--- config.mk ---
export PLATFORM = sky130hd
export DESIGN_NAME = encoder_frequency_meter_flat
export DESIGN_NICKNAME = d
export VERILOG_FILES = /design/src/hw/rtl/encfm_pkg.sv /design/src/hw/rtl/encfm_intf.sv /design/src/hw/rtl/encoder_frequency_meter.sv /design/src/hw/rtl/encfm_csr.sv /design/src/hw/rtl/encfm_ctrl.sv /design/src/hw/rtl/encfm_datapath.sv /design/src/flat_wrapper.sv
export SDC_FILE = /design/constraint.sdc
export NUM_CORES = 2
export LEC_CHECK = 0
export BUFFER_PORTS_ARGS = -buffer_cell sky130_fd_sc_hd__clkbuf_2
export CAP_MARGIN = 20
export CORE_UTILIZATION = 40
export CTS_CLUSTER_SIZE = 12
export DETAILED_ROUTE_END_ITERATION = 8
export SLEW_MARGIN = 40
export SYNTH_ARGS = -nofsm -noshare
export SYNTH_HDL_FRONTEND = slang
export SYNTH_SLANG_ARGS = --single-unit
--- constraint.sdc ---
create_clock -name clock -period 18.78 [get_ports clock]
set_clock_uncertainty 0.1 [all_clocks]
set_input_delay 1.878 -clock clock [delete_from_list [all_inputs] [get_ports clock]]
set_output_delay 1.878 -clock clock [all_outputs]
set_load 0.01 [all_outputs]
--- src/hw/rtl/encfm_pkg.sv ---
// Shared types, constants and register map of the encoder frequency meter.
`timescale 1ns / 1ps

package encfm_pkg;

   localparam int POSITION_WIDTH_DEF = 32;
   localparam int PERIOD_WIDTH_DEF   = 16;

   localparam int POSITION_FIELD_WIDTH = 32;
   localparam int PERIOD_FIELD_WIDTH   = 16;
   localparam int FREQ_WIDTH           = 31;

   localparam int CLOCK_WIDTH = 32;
   localparam int RATE_WIDTH  = 16;
   localparam int PPRE_WIDTH  = 12;
   localparam int CPRE_WIDTH  = 8;
   localparam int EDGE_WIDTH  = 3;

   localparam int CSR_ADDR_WIDTH = 5;
   localparam int CSR_DATA_WIDTH = 32;
   localparam int REG_INDEX_WIDTH = 3;

   localparam logic [REG_INDEX_WIDTH-1:0] REG_CLOCK_HZ          = 3'd0;
   localparam logic [REG_INDEX_WIDTH-1:0] REG_UNIT_RATE_HZ      = 3'd1;
   localparam logic [REG_INDEX_WIDTH-1:0] REG_POSITION_PRESCALE = 3'd2;
   localparam logic [REG_INDEX_WIDTH-1:0] REG_CAPTURE_PRESCALE  = 3'd3;
   localparam logic [REG_INDEX_WIDTH-1:0] REG_EDGES_PER_CYCLE   = 3'd4;

   localparam logic [CLOCK_WIDTH-1:0] CLOCK_HZ_RESET          = 32'd150000000;
   localparam logic [RATE_WIDTH-1:0]  UNIT_RATE_HZ_RESET      = 16'd100;
   localparam logic [PPRE_WIDTH-1:0]  POSITION_PRESCALE_RESET = 12'd8;
   localparam logic [CPRE_WIDTH-1:0]  CAPTURE_PRESCALE_RESET  = 8'd128;
   localparam logic [EDGE_WIDTH-1:0]  EDGES_PER_CYCLE_RESET   = 3'd2;

   localparam logic ACTION_TIMEOUT = 1'b0;
   localparam logic ACTION_CAPTURE = 1'b1;

   typedef struct packed {
      logic [CLOCK_WIDTH-1:0] clock_hz;
      logic [RATE_WIDTH-1:0]  unit_rate_hz;
      logic [PPRE_WIDTH-1:0]  position_prescale;
      logic [CPRE_WIDTH-1:0]  capture_prescale;
      logic [EDGE_WIDTH-1:0]  edges_per_cycle;
   } cfg_type;

   typedef struct packed {
      logic load;
      logic multiply;
      logic scale;
      logic div_step;
      logic out_load;
   } ctrl_cmd_type;

   typedef struct packed {
      logic div_last;
      logic out_full;
   } dp_status_type;

endpackage

--- src/hw/rtl/encfm_intf.sv ---
// Request and response channel interfaces of the encoder frequency meter.
`timescale 1ns / 1ps

interface encfm_req_if;
   logic                                        valid;
   logic                                        ready;
   logic                                        action;
   logic [encfm_pkg::POSITION_FIELD_WIDTH-1:0] latched_position;
   logic [encfm_pkg::PERIOD_FIELD_WIDTH-1:0]   capture_period;
   logic                                        capture_overflow;

   modport source (output valid, action, latched_position, capture_period, capture_overflow,
                   input ready);
   modport sink (input valid, action, latched_position, capture_period, capture_overflow,
                 output ready);
endinterface

interface encfm_rsp_if;
   logic                              valid;
   logic                              ready;
   logic                              method;
   logic [encfm_pkg::FREQ_WIDTH-1:0] frequency_hz;
   logic                              saturated;

   modport source (output valid, method, frequency_hz, saturated, input ready);
   modport sink (input valid, method, frequency_hz, saturated, output ready);
endinterface

--- src/hw/rtl/encoder_frequency_meter.sv ---
// Top level of the encoder frequency meter.
`timescale 1ns / 1ps

// Usage:
//   req_chan carries one measurement per beat. Action timeout brings the
//   latched position count; the result is the position change since the last
//   timeout beat times unit_rate_hz, divided by edges_per_cycle. Action capture
//   brings a capture period and overflow flag; the result is clock_hz times
//   position_prescale over period times capture_prescale times edges_per_cycle.
//   rsp_chan returns exactly one beat per request beat, in order, with the
//   method, the frequency in hertz and a saturation flag (result clipped to
//   2^31-1, or zero divisor).
//   Registers are to be written over the csr_ port only while the block is
//   idle; the block itself does not enforce this. A request passes through
//   the multiply and scale states, the one-bit-per-cycle restoring divider,
//   which runs one step per numerator bit (48 steps at the default widths),
//   and the load state; a new request is taken only once the block is idle.
//   Reset restores the register defaults and clears the stored position.
//   A stalled response beat is held in the output register; the next request
//   is still taken and computed, then waits until that beat leaves.

module encoder_frequency_meter #(
   parameter int POSITION_WIDTH = encfm_pkg::POSITION_WIDTH_DEF,
   parameter int PERIOD_WIDTH   = encfm_pkg::PERIOD_WIDTH_DEF
) (
   input  logic                                  clock,
   input  logic                                  reset,
   encfm_req_if.sink                             req_chan,
   encfm_rsp_if.source                           rsp_chan,
   input  logic                                  csr_psel,
   input  logic                                  csr_penable,
   input  logic                                  csr_pwrite,
   input  logic [encfm_pkg::CSR_ADDR_WIDTH-1:0] csr_paddr,
   input  logic [encfm_pkg::CSR_DATA_WIDTH-1:0] csr_pwdata,
   output logic [encfm_pkg::CSR_DATA_WIDTH-1:0] csr_prdata,
   output logic                                  csr_pready
);

   encfm_pkg::cfg_type        cfg;
   encfm_pkg::ctrl_cmd_type   cmd;
   encfm_pkg::dp_status_type  status;

   assign csr_pready = 1'b1;

   encfm_csr u_csr (
      .clock   (clock),
      .reset   (reset),
      .psel    (csr_psel),
      .penable (csr_penable),
      .pwrite  (csr_pwrite),
      .paddr   (csr_paddr),
      .pwdata  (csr_pwdata),
      .prdata  (csr_prdata),
      .cfg     (cfg)
   );

   encfm_ctrl u_ctrl (
      .clock     (clock),
      .reset     (reset),
      .in_valid  (req_chan.valid),
      .in_ready  (req_chan.ready),
      .out_ready (rsp_chan.ready),
      .status    (status),
      .cmd       (cmd)
   );

   encfm_datapath #(
      .POSITION_WIDTH (POSITION_WIDTH),
      .PERIOD_WIDTH   (PERIOD_WIDTH)
   ) u_datapath (
      .clock               (clock),
      .reset               (reset),
      .cfg                 (cfg),
      .cmd                 (cmd),
      .status              (status),
      .in_action           (req_chan.action),
      .in_latched_position (req_chan.latched_position),
      .in_capture_period   (req_chan.capture_period),
      .in_capture_overflow (req_chan.capture_overflow),
      .out_ready           (rsp_chan.ready),
      .out_valid           (rsp_chan.valid),
      .out_method          (rsp_chan.method),
      .out_frequency_hz    (rsp_chan.frequency_hz),
      .out_saturated       (rsp_chan.saturated)
   );

endmodule

--- src/hw/rtl/encfm_csr.sv ---
// Configuration register file with APB-style write and read access.
`timescale 1ns / 1ps

module encfm_csr (
   input  logic                                  clock,
   input  logic                                  reset,
   input  logic                                  psel,
   input  logic                                  penable,
   input  logic                                  pwrite,
   input  logic [encfm_pkg::CSR_ADDR_WIDTH-1:0] paddr,
   input  logic [encfm_pkg::CSR_DATA_WIDTH-1:0] pwdata,
   output logic [encfm_pkg::CSR_DATA_WIDTH-1:0] prdata,
   output encfm_pkg::cfg_type                    cfg
);

   encfm_pkg::cfg_type                          cfg_ff;
   encfm_pkg::cfg_type                          cfg_in;
   logic [encfm_pkg::REG_INDEX_WIDTH-1:0]      index;
   logic                                        wr_en;

   assign index = paddr[encfm_pkg::CSR_ADDR_WIDTH-1:2];
   assign wr_en = psel & penable & pwrite;

   always_comb begin
      cfg_in = cfg_ff;
      if (wr_en) begin
         unique case (index)
            encfm_pkg::REG_CLOCK_HZ: begin
               cfg_in.clock_hz = pwdata[encfm_pkg::CLOCK_WIDTH-1:0];
            end
            encfm_pkg::REG_UNIT_RATE_HZ: begin
               cfg_in.unit_rate_hz = pwdata[encfm_pkg::RATE_WIDTH-1:0];
            end
            encfm_pkg::REG_POSITION_PRESCALE: begin
               cfg_in.position_prescale = pwdata[encfm_pkg::PPRE_WIDTH-1:0];
            end
            encfm_pkg::REG_CAPTURE_PRESCALE: begin
               cfg_in.capture_prescale = pwdata[encfm_pkg::CPRE_WIDTH-1:0];
            end
            encfm_pkg::REG_EDGES_PER_CYCLE: begin
               cfg_in.edges_per_cycle = pwdata[encfm_pkg::EDGE_WIDTH-1:0];
            end
            default: begin
               cfg_in = cfg_ff;
            end
         endcase
      end
   end

   always_comb begin
      unique case (index)
         encfm_pkg::REG_CLOCK_HZ:          prdata = cfg_ff.clock_hz;
         encfm_pkg::REG_UNIT_RATE_HZ:      prdata = 32'(cfg_ff.unit_rate_hz);
         encfm_pkg::REG_POSITION_PRESCALE: prdata = 32'(cfg_ff.position_prescale);
         encfm_pkg::REG_CAPTURE_PRESCALE:  prdata = 32'(cfg_ff.capture_prescale);
         encfm_pkg::REG_EDGES_PER_CYCLE:   prdata = 32'(cfg_ff.edges_per_cycle);
         default:                          prdata = '0;
      endcase
   end

   always_ff @(posedge clock) begin
      if (reset) begin
         cfg_ff.clock_hz          <= encfm_pkg::CLOCK_HZ_RESET;
         cfg_ff.unit_rate_hz      <= encfm_pkg::UNIT_RATE_HZ_RESET;
         cfg_ff.position_prescale <= encfm_pkg::POSITION_PRESCALE_RESET;
         cfg_ff.capture_prescale  <= encfm_pkg::CAPTURE_PRESCALE_RESET;
         cfg_ff.edges_per_cycle   <= encfm_pkg::EDGES_PER_CYCLE_RESET;
      end else begin
         cfg_ff <= cfg_in;
      end
   end

   assign cfg = cfg_ff;

endmodule

--- src/hw/rtl/encfm_ctrl.sv ---
// Sequencing state machine: accept, multiply, scale, divide, load result.
`timescale 1ns / 1ps

module encfm_ctrl (
   input  logic                          clock,
   input  logic                          reset,
   input  logic                          in_valid,
   output logic                          in_ready,
   input  logic                          out_ready,
   input  encfm_pkg::dp_status_type      status,
   output encfm_pkg::ctrl_cmd_type       cmd
);

   typedef enum logic [4:0] {
      ST_IDLE  = 5'b00001,
      ST_MUL   = 5'b00010,
      ST_SCALE = 5'b00100,
      ST_DIV   = 5'b01000,
      ST_LOAD  = 5'b10000
   } state_type;

   state_type state_ff;
   state_type state_in;

   always_comb begin
      state_in = state_ff;
      cmd      = '0;
      in_ready = 1'b0;
      unique case (state_ff)
         ST_IDLE: begin
            in_ready = 1'b1;
            if (in_valid) begin
               cmd.load = 1'b1;
               state_in = ST_MUL;
            end
         end
         ST_MUL: begin
            cmd.multiply = 1'b1;
            state_in     = ST_SCALE;
         end
         ST_SCALE: begin
            cmd.scale = 1'b1;
            state_in  = ST_DIV;
         end
         ST_DIV: begin
            cmd.div_step = 1'b1;
            if (status.div_last) begin
               state_in = ST_LOAD;
            end
         end
         ST_LOAD: begin
            if (!status.out_full || out_ready) begin
               cmd.out_load = 1'b1;
               state_in     = ST_IDLE;
            end
         end
         default: begin
            state_in = ST_IDLE;
         end
      endcase
   end

   always_ff @(posedge clock) begin
      if (reset) begin
         state_ff <= ST_IDLE;
      end else begin
         state_ff <= state_in;
      end
   end

endmodule

--- src/hw/rtl/encfm_datapath.sv ---
// Operand latches, multipliers, bit-serial divider and result register.
`timescale 1ns / 1ps

module encfm_datapath #(
   parameter int POSITION_WIDTH = encfm_pkg::POSITION_WIDTH_DEF,
   parameter int PERIOD_WIDTH   = encfm_pkg::PERIOD_WIDTH_DEF
) (
   input  logic                                        clock,
   input  logic                                        reset,
   input  encfm_pkg::cfg_type                          cfg,
   input  encfm_pkg::ctrl_cmd_type                     cmd,
   output encfm_pkg::dp_status_type                    status,
   input  logic                                        in_action,
   input  logic [encfm_pkg::POSITION_FIELD_WIDTH-1:0] in_latched_position,
   input  logic [encfm_pkg::PERIOD_FIELD_WIDTH-1:0]   in_capture_period,
   input  logic                                        in_capture_overflow,
   input  logic                                        out_ready,
   output logic                                        out_valid,
   output logic                                        out_method,
   output logic [encfm_pkg::FREQ_WIDTH-1:0]           out_frequency_hz,
   output logic                                        out_saturated
);

   localparam int PosProdWidth = POSITION_WIDTH + encfm_pkg::RATE_WIDTH;
   localparam int ClkProdWidth = encfm_pkg::CLOCK_WIDTH + encfm_pkg::PPRE_WIDTH;
   localparam int NumWidth     = (PosProdWidth > ClkProdWidth) ? PosProdWidth : ClkProdWidth;
   localparam int PartWidth    = PERIOD_WIDTH + encfm_pkg::CPRE_WIDTH;
   localparam int DenWidth     = PartWidth + encfm_pkg::EDGE_WIDTH;
   localparam int CountWidth   = $clog2(NumWidth + 1);
   localparam int FreqWidth    = encfm_pkg::FREQ_WIDTH;

   logic                        action_ff, action_in;
   logic [POSITION_WIDTH-1:0]   position_ff, position_in;
   logic [POSITION_WIDTH-1:0]   last_position_ff, last_position_in;
   logic [PERIOD_WIDTH-1:0]     period_ff, period_in;
   logic [NumWidth-1:0]         num_ff, num_in;
   logic [PartWidth-1:0]        part_ff, part_in;
   logic [DenWidth-1:0]         den_ff, den_in;
   logic [DenWidth-1:0]         rem_ff, rem_in;
   logic [CountWidth-1:0]       count_ff, count_in;
   logic                        out_valid_ff, out_valid_in;
   logic                        out_method_ff, out_method_in;
   logic [FreqWidth-1:0]        out_freq_ff, out_freq_in;
   logic                        out_sat_ff, out_sat_in;

   logic [POSITION_WIDTH-1:0]         diff;
   logic [PosProdWidth-1:0]           pos_prod;
   logic [ClkProdWidth-1:0]           clk_prod;
   logic [encfm_pkg::EDGE_WIDTH-1:0]  edges_or_one;
   logic [DenWidth:0]                 trial;
   logic                              trial_ge;
   logic                              quot_over;

   assign diff     = position_ff - last_position_ff;
   assign pos_prod = PosProdWidth'(diff) * PosProdWidth'(cfg.unit_rate_hz);
   assign clk_prod = ClkProdWidth'(cfg.clock_hz) * ClkProdWidth'(cfg.position_prescale);
   assign edges_or_one = (cfg.edges_per_cycle == '0) ?
                         encfm_pkg::EDGE_WIDTH'(1) : cfg.edges_per_cycle;
   assign trial    = {rem_ff, num_ff[NumWidth-1]};
   assign trial_ge = trial >= {1'b0, den_ff};
   assign quot_over = |num_ff[NumWidth-1:FreqWidth];

   always_comb begin
      action_in        = action_ff;
      position_in      = position_ff;
      last_position_in = last_position_ff;
      period_in        = period_ff;
      num_in           = num_ff;
      part_in          = part_ff;
      den_in           = den_ff;
      rem_in           = rem_ff;
      count_in         = count_ff;
      out_method_in    = out_method_ff;
      out_freq_in      = out_freq_ff;
      out_sat_in       = out_sat_ff;
      if (cmd.load) begin
         action_in   = in_action;
         position_in = in_latched_position[POSITION_WIDTH-1:0];
         period_in   = in_capture_overflow ? '1 : in_capture_period[PERIOD_WIDTH-1:0];
      end
      if (cmd.multiply) begin
         num_in  = (action_ff == encfm_pkg::ACTION_CAPTURE) ?
                   NumWidth'(clk_prod) : NumWidth'(pos_prod);
         part_in = PartWidth'(period_ff) * PartWidth'(cfg.capture_prescale);
         if (action_ff == encfm_pkg::ACTION_TIMEOUT) begin
            last_position_in = position_ff;
         end
      end
      if (cmd.scale) begin
         den_in   = (action_ff == encfm_pkg::ACTION_CAPTURE) ?
                    DenWidth'(part_ff) * DenWidth'(cfg.edges_per_cycle) :
                    DenWidth'(edges_or_one);
         rem_in   = '0;
         count_in = CountWidth'(NumWidth);
      end
      if (cmd.div_step) begin
         rem_in   = trial_ge ? DenWidth'(trial - {1'b0, den_ff}) : trial[DenWidth-1:0];
         num_in   = {num_ff[NumWidth-2:0], trial_ge};
         count_in = count_ff - CountWidth'(1);
      end
      if (cmd.out_load) begin
         out_method_in = action_ff;
         out_sat_in    = quot_over;
         out_freq_in   = quot_over ? '1 : num_ff[FreqWidth-1:0];
      end
   end

   always_comb begin
      out_valid_in = out_valid_ff;
      if (cmd.out_load) begin
         out_valid_in = 1'b1;
      end else if (out_ready) begin
         out_valid_in = 1'b0;
      end
   end

   always_ff @(posedge clock) begin
      if (reset) begin
         last_position_ff <= '0;
         count_ff         <= '0;
         out_valid_ff     <= 1'b0;
      end else begin
         last_position_ff <= last_position_in;
         count_ff         <= count_in;
         out_valid_ff     <= out_valid_in;
      end
   end

   always_ff @(posedge clock) begin
      action_ff     <= action_in;
      position_ff   <= position_in;
      period_ff     <= period_in;
      num_ff        <= num_in;
      part_ff       <= part_in;
      den_ff        <= den_in;
      rem_ff        <= rem_in;
      out_method_ff <= out_method_in;
      out_freq_ff   <= out_freq_in;
      out_sat_ff    <= out_sat_in;
   end

   assign status.div_last = (count_ff == CountWidth'(1));
   assign status.out_full = out_valid_ff;

   assign out_valid        = out_valid_ff;
   assign out_method       = out_method_ff;
   assign out_frequency_hz = out_freq_ff;
   assign out_saturated    = out_sat_ff;

`ifndef ASSERT_OFF
   a_load_free: assert property (@(posedge clock) disable iff (reset)
      cmd.out_load |-> (!out_valid_ff || out_ready))
      else $error("result register overwritten while holding a beat");
   a_step_count: assert property (@(posedge clock) disable iff (reset)
      cmd.div_step |-> (count_ff != '0))
      else $error("divider step with no bits left");
   a_load_valid: assert property (@(posedge clock) disable iff (reset)
      cmd.out_load |=> out_valid_ff)
      else $error("loaded result not presented");
   a_sat_value: assert property (@(posedge clock) disable iff (reset)
      (out_valid_ff && out_sat_ff) |-> (out_freq_ff == '1))
      else $error("saturated result not clipped to full scale");
`endif

endmodule
--- src/flat_wrapper.sv ---
// flat-port wrapper written by rule: the top's interface ports become plain ports
module encoder_frequency_meter_flat 
#(
   parameter int POSITION_WIDTH = encfm_pkg::POSITION_WIDTH_DEF,
   parameter int PERIOD_WIDTH   = encfm_pkg::PERIOD_WIDTH_DEF
)
  (clock, reset, csr_psel, csr_penable, csr_pwrite, csr_paddr, csr_pwdata, csr_prdata, csr_pready, req_chan_valid, req_chan_action, req_chan_latched_position, req_chan_capture_period, req_chan_capture_overflow, req_chan_ready, rsp_chan_valid, rsp_chan_method, rsp_chan_frequency_hz, rsp_chan_saturated, rsp_chan_ready);
  encfm_req_if req_chan_i ();
  encfm_rsp_if rsp_chan_i ();
  input  logic clock;
  input  logic reset;
  input  logic csr_psel;
  input  logic csr_penable;
  input  logic csr_pwrite;
  input  logic [encfm_pkg::CSR_ADDR_WIDTH-1:0] csr_paddr;
  input  logic [encfm_pkg::CSR_DATA_WIDTH-1:0] csr_pwdata;
  output logic [encfm_pkg::CSR_DATA_WIDTH-1:0] csr_prdata;
  output logic csr_pready;
  input wire logic [$bits(req_chan_i.valid)-1:0] req_chan_valid;
  input wire logic [$bits(req_chan_i.action)-1:0] req_chan_action;
  input wire logic [$bits(req_chan_i.latched_position)-1:0] req_chan_latched_position;
  input wire logic [$bits(req_chan_i.capture_period)-1:0] req_chan_capture_period;
  input wire logic [$bits(req_chan_i.capture_overflow)-1:0] req_chan_capture_overflow;
  output wire logic [$bits(req_chan_i.ready)-1:0] req_chan_ready;
  output wire logic [$bits(rsp_chan_i.valid)-1:0] rsp_chan_valid;
  output wire logic [$bits(rsp_chan_i.method)-1:0] rsp_chan_method;
  output wire logic [$bits(rsp_chan_i.frequency_hz)-1:0] rsp_chan_frequency_hz;
  output wire logic [$bits(rsp_chan_i.saturated)-1:0] rsp_chan_saturated;
  input wire logic [$bits(rsp_chan_i.ready)-1:0] rsp_chan_ready;
  assign req_chan_i.valid = req_chan_valid;
  assign req_chan_i.action = req_chan_action;
  assign req_chan_i.latched_position = req_chan_latched_position;
  assign req_chan_i.capture_period = req_chan_capture_period;
  assign req_chan_i.capture_overflow = req_chan_capture_overflow;
  assign req_chan_ready = req_chan_i.ready;
  assign rsp_chan_valid = rsp_chan_i.valid;
  assign rsp_chan_method = rsp_chan_i.method;
  assign rsp_chan_frequency_hz = rsp_chan_i.frequency_hz;
  assign rsp_chan_saturated = rsp_chan_i.saturated;
  assign rsp_chan_i.ready = rsp_chan_ready;
  encoder_frequency_meter #(.POSITION_WIDTH(POSITION_WIDTH), .PERIOD_WIDTH(PERIOD_WIDTH)) u_core (.clock(clock), .reset(reset), .req_chan(req_chan_i), .rsp_chan(rsp_chan_i), .csr_psel(csr_psel), .csr_penable(csr_penable), .csr_pwrite(csr_pwrite), .csr_paddr(csr_paddr), .csr_pwdata(csr_pwdata), .csr_prdata(csr_prdata), .csr_pready(csr_pready));
endmodule
==> summary.md <==
| Metric | Value |
|---|---|
| GRT Util Overall | 21.0% |
| Non-filler cells, final | 7,253 |
| Worst Tran Pin Value | 0.838 ns |
| Reg clk slew, reported paths | around 0.060 ns |
| Final hold vios | 0 |
| Clk_lat worst skew | 0.64 ns |
| Flop-to-flop setup slack | 8.73 ns |
| Critical path class | flip-flop to flip-flop |
| TritonCTS Sinks | 323 |
| Met3 usage | 3.58% |
| MaxCap Viol Count | 0 |
| Via density | between 5 and 6 |
| Hold-fix buffers, CTS | 0 |
| Critical path's largest stage delay | 0.54 ns |
| Min Hold Slack | 0.352 ns |
| PwrDens | 174 nW/µm² |
| Cell mode on critical path | fa_1 |
| Top-count cell post-synth | nand2_1 |
| WP data arrival | between 10 and 15 ns |
| Root Driver | clkbuf_16 |
| Vias in the first global route | ~38,000 |
| Final #Nets | between 6,000 and 7,000 |
| Crit end category | flip-flop |
| Min-delay src | u_core.u_datapath.last_position_ff[28]$_SDFFE_PP0P_ |
| Sequential area share after synthesis | 17.2% |
| Met1 Use GR | 28.7% |
| Hold crit path type | flip-flop to flip-flop |
| Final instance area | 53,600 µm² |
| Post-synth top flop | edfxtp_1 |
| Max Fanout on Critical Path | 14 |
| Slew HR | 44.1% |
| Resize count post-CTS | 0 |
| First-pass GRT wire length | 209 mm |
| TritonRoute pass-1 iters | 5 |
| R2R Path Start | u_core.u_datapath.position_ff[0]$_DFFE_PP_ |
| Leakage | between 20 and 25 nW |
| Post-DP HPWL | 99.7 mm |
| Layout cell share with drive strength beyond 1 | between 7 and 8% |
| Pin count of the biggest net entering global routing | roughly 70 |
| Ports | 162 |
| Met2 Use GR | around a third |
| Avg Cell Area, Syn | 8.91 µm² |
| FF-to-FF End | u_core.u_datapath.num_ff[42]$_DFFE_PP_ |
| Area of the core | around 120,000 µm² |
| Setup slack after layout | approximately 8.7 ns |
| Post-synth EDFFs | 208 |
| Area of the die | around 130,000 µm² |
| Hold path depth | 2 |
| Synthesis warning total | 0 |
| Top cell type's share of synthesized area | 33.3% |
| Worst IR Drop VDD | 0.000368 V |
| Worst EP required | about 19 ns |
| Worst Hold End | u_core.u_datapath.last_position_ff[28]$_SDFFE_PP0P_ |
| DRT Wirelength | 130 mm |
| Critical path startpoint category | flip-flop |
| Status | finished, final reports clean |
| Final max-slew violation count | 0 |
| Final setup viols | 0 |
| Post-layout min period | 10.05 ns |
| DRT antenna net count | 0 |
| Max clock buf depth | 3 |
| Commonest cells in the netlist | nand2_1, inv_1, fa_1 |
| Iteration-0 DRC Markers | 2,371 |
| Post-synthesis cell type count | 95 |
| WL per Instance | between 15 and 20 µm |
| Num rows | around 130 |
| Flops & latches, synth | 323 |
| Synth area leader | fa_1 |
| TritonCTS buffer count | 43 |
| PortBufs | between 150 and 200 |
| GR peak layer | met2 |
| Cell count after synthesis | 5,586 |
| Starting Density | 40.3% |
| Area delta synth->final | 7.80% |
| H-tree levels | 2 |
| Max Clk Rate | 0.0995 GHz |
| Fillcell total | 12,300 |
| Synth area leaders | fa_1, edfxtp_1, ha_1 |
| TritonCTS clock tree | yes |
| # DRC | 0 |
| Tcrit/Tclk final | 53.5% |
| Dpl cell area | 52,200 µm² |
| Placed cells | 7,174 |
| GP Congestion | about 0.9 |
| RSZ-0062 raised after global routing | false |
| Mapped cell area | 49,800 µm² |
| Syn nets | 6,839 |
| Final setup TNS | 0 ns |
| Worst reg2reg path depth | 34 |
| # Post-CTS Setup Buffers | 0 |
| Initial antenna violation count | 6 |
| Die X | approximately 350 µm |
| DP Worst Slack | 8.70 ns |
| Slowest CP cell | o21a_2 |
| Vias | 37,400 |
| Ys async rst share | 0% |
| Grt total ovfl | 0 |
| Die Span Y | 355 µm |
cell families (layout without fill, tap and decap cells):
logic type / count (synthesis) / in the layout / share of synthesized area, %
mux: 77 / 77 / 1.73
fa+ha+maj: 1159 / 1159 / 41.6
compound gates: 679 / 679 / 8.85
simple gates: 1955 / 1955 / 18.4
other cells: 1 / 2 / 0.00754
xor+xnor: 156 / 156 / 2.75
buf+inv: 1236 / 1265 / 9.47
flops: 323 / 323 / 17.2
layer usage:
metal,share of wire (%),vias to the layer above
met3,7.3,153
met1,44,18900
met2,46,986
met4,2.3,0
met5,0,-
li1,-,17400
power breakdown:
part / leakage, nW / internal [W] / switching, W / total (W)
logic: 20.9 / 0.00291 / 0.00455 / 0.00746
clock network: 0.727 / 0.000508 / 0.000344 / 0.000853
registers: 2.72 / 0.000976 / 0.0000704 / 0.00105
worst max path at each step:
stage / slack, ns / cells past startpoint / from / endpoint
3_3_place_gp: 8.77 / 34 / u_core.u_datapath.position_ff[0]$_DFFE_PP_ / u_core.u_datapath.num_ff[42]$_DFFE_PP_
6_report: 8.73 / 34 / u_core.u_datapath.position_ff[0]$_DFFE_PP_ / u_core.u_datapath.num_ff[42]$_DFFE_PP_
2_1_floorplan: 10.07 / 34 / u_core.u_datapath.position_ff[0]$_DFFE_PP_ / u_core.u_datapath.num_ff[42]$_DFFE_PP_
5_1_grt: 8.21 / 34 / u_core.u_datapath.position_ff[0]$_DFFE_PP_ / u_core.u_datapath.num_ff[42]$_DFFE_PP_
3_5_place_dp: 8.70 / 34 / u_core.u_datapath.position_ff[0]$_DFFE_PP_ / u_core.u_datapath.num_ff[42]$_DFFE_PP_
4_1_cts: 8.67 / 34 / u_core.u_datapath.position_ff[0]$_DFFE_PP_ / u_core.u_datapath.num_ff[42]$_DFFE_PP_
worst max-delay path, delay by kind of cell, from the launching register on:
kind            cells  cell delay, ns
compound gates     17            4.07
fa+ha+maj           9            4.11
simple gates        2            0.33
buf+inv             4            0.22
mux                 1            0.41
flops               1            0.35
xor+xnor            1            0.23
flip-flops by register name (all words and copies together), names as in the netlist, 5 cells and up:
register                            cells
u_core.u_datapath.part_ff              24
u_core.u_datapath.rem_ff               27
u_core.u_ctrl.state_ff                  5
u_core.u_datapath.count_ff              6
u_core.u_datapath.period_ff            16
u_core.u_datapath.position_ff          32
u_core.u_csr.cfg                       71
u_core.u_datapath.last_position_ff     32
u_core.u_datapath.num_ff               48
u_core.u_datapath.den_ff               27
u_core.u_datapath.out_frequency_hz     31
through the flow:
step                power [W]  utilization [%]
detailed placement    0.00853             42.3
floorplan             0.00659                -
finish                0.00936             43.4
CTS                   0.00942             43.4
global route           0.0104             43.4
global placement      0.00841             42.2
area by class of cell:
cell class	count	area [µm²]	share of cell area, %
clock buffer	56	1240	2.31
sequential	323	8560	16.0
clock inverter	22	211	0.394
multi-input combinational	4027	36600	68.3
inverter	947	3550	6.63
timing repair buffer	240	1410	2.63
tap	1637	2050	3.82
antenna	1	2.50	0.00467
cells in the final DEF (no fill, tap or decap), drive strengths merged, types with 116 or more instances in the layout:
master | netlist | final
nand2 | 1029 | 1029
inv | 947 | 952
fa | 827 | 827
and2 | 379 | 379
ha | 332 | 332
a21oi | 277 | 277
clkbuf | 255 | 213
edfxtp | 208 | 208
nor2 | 193 | 193
o21ai | 116 | 116
Note: power is estimated with default switching activity, not from simulation.
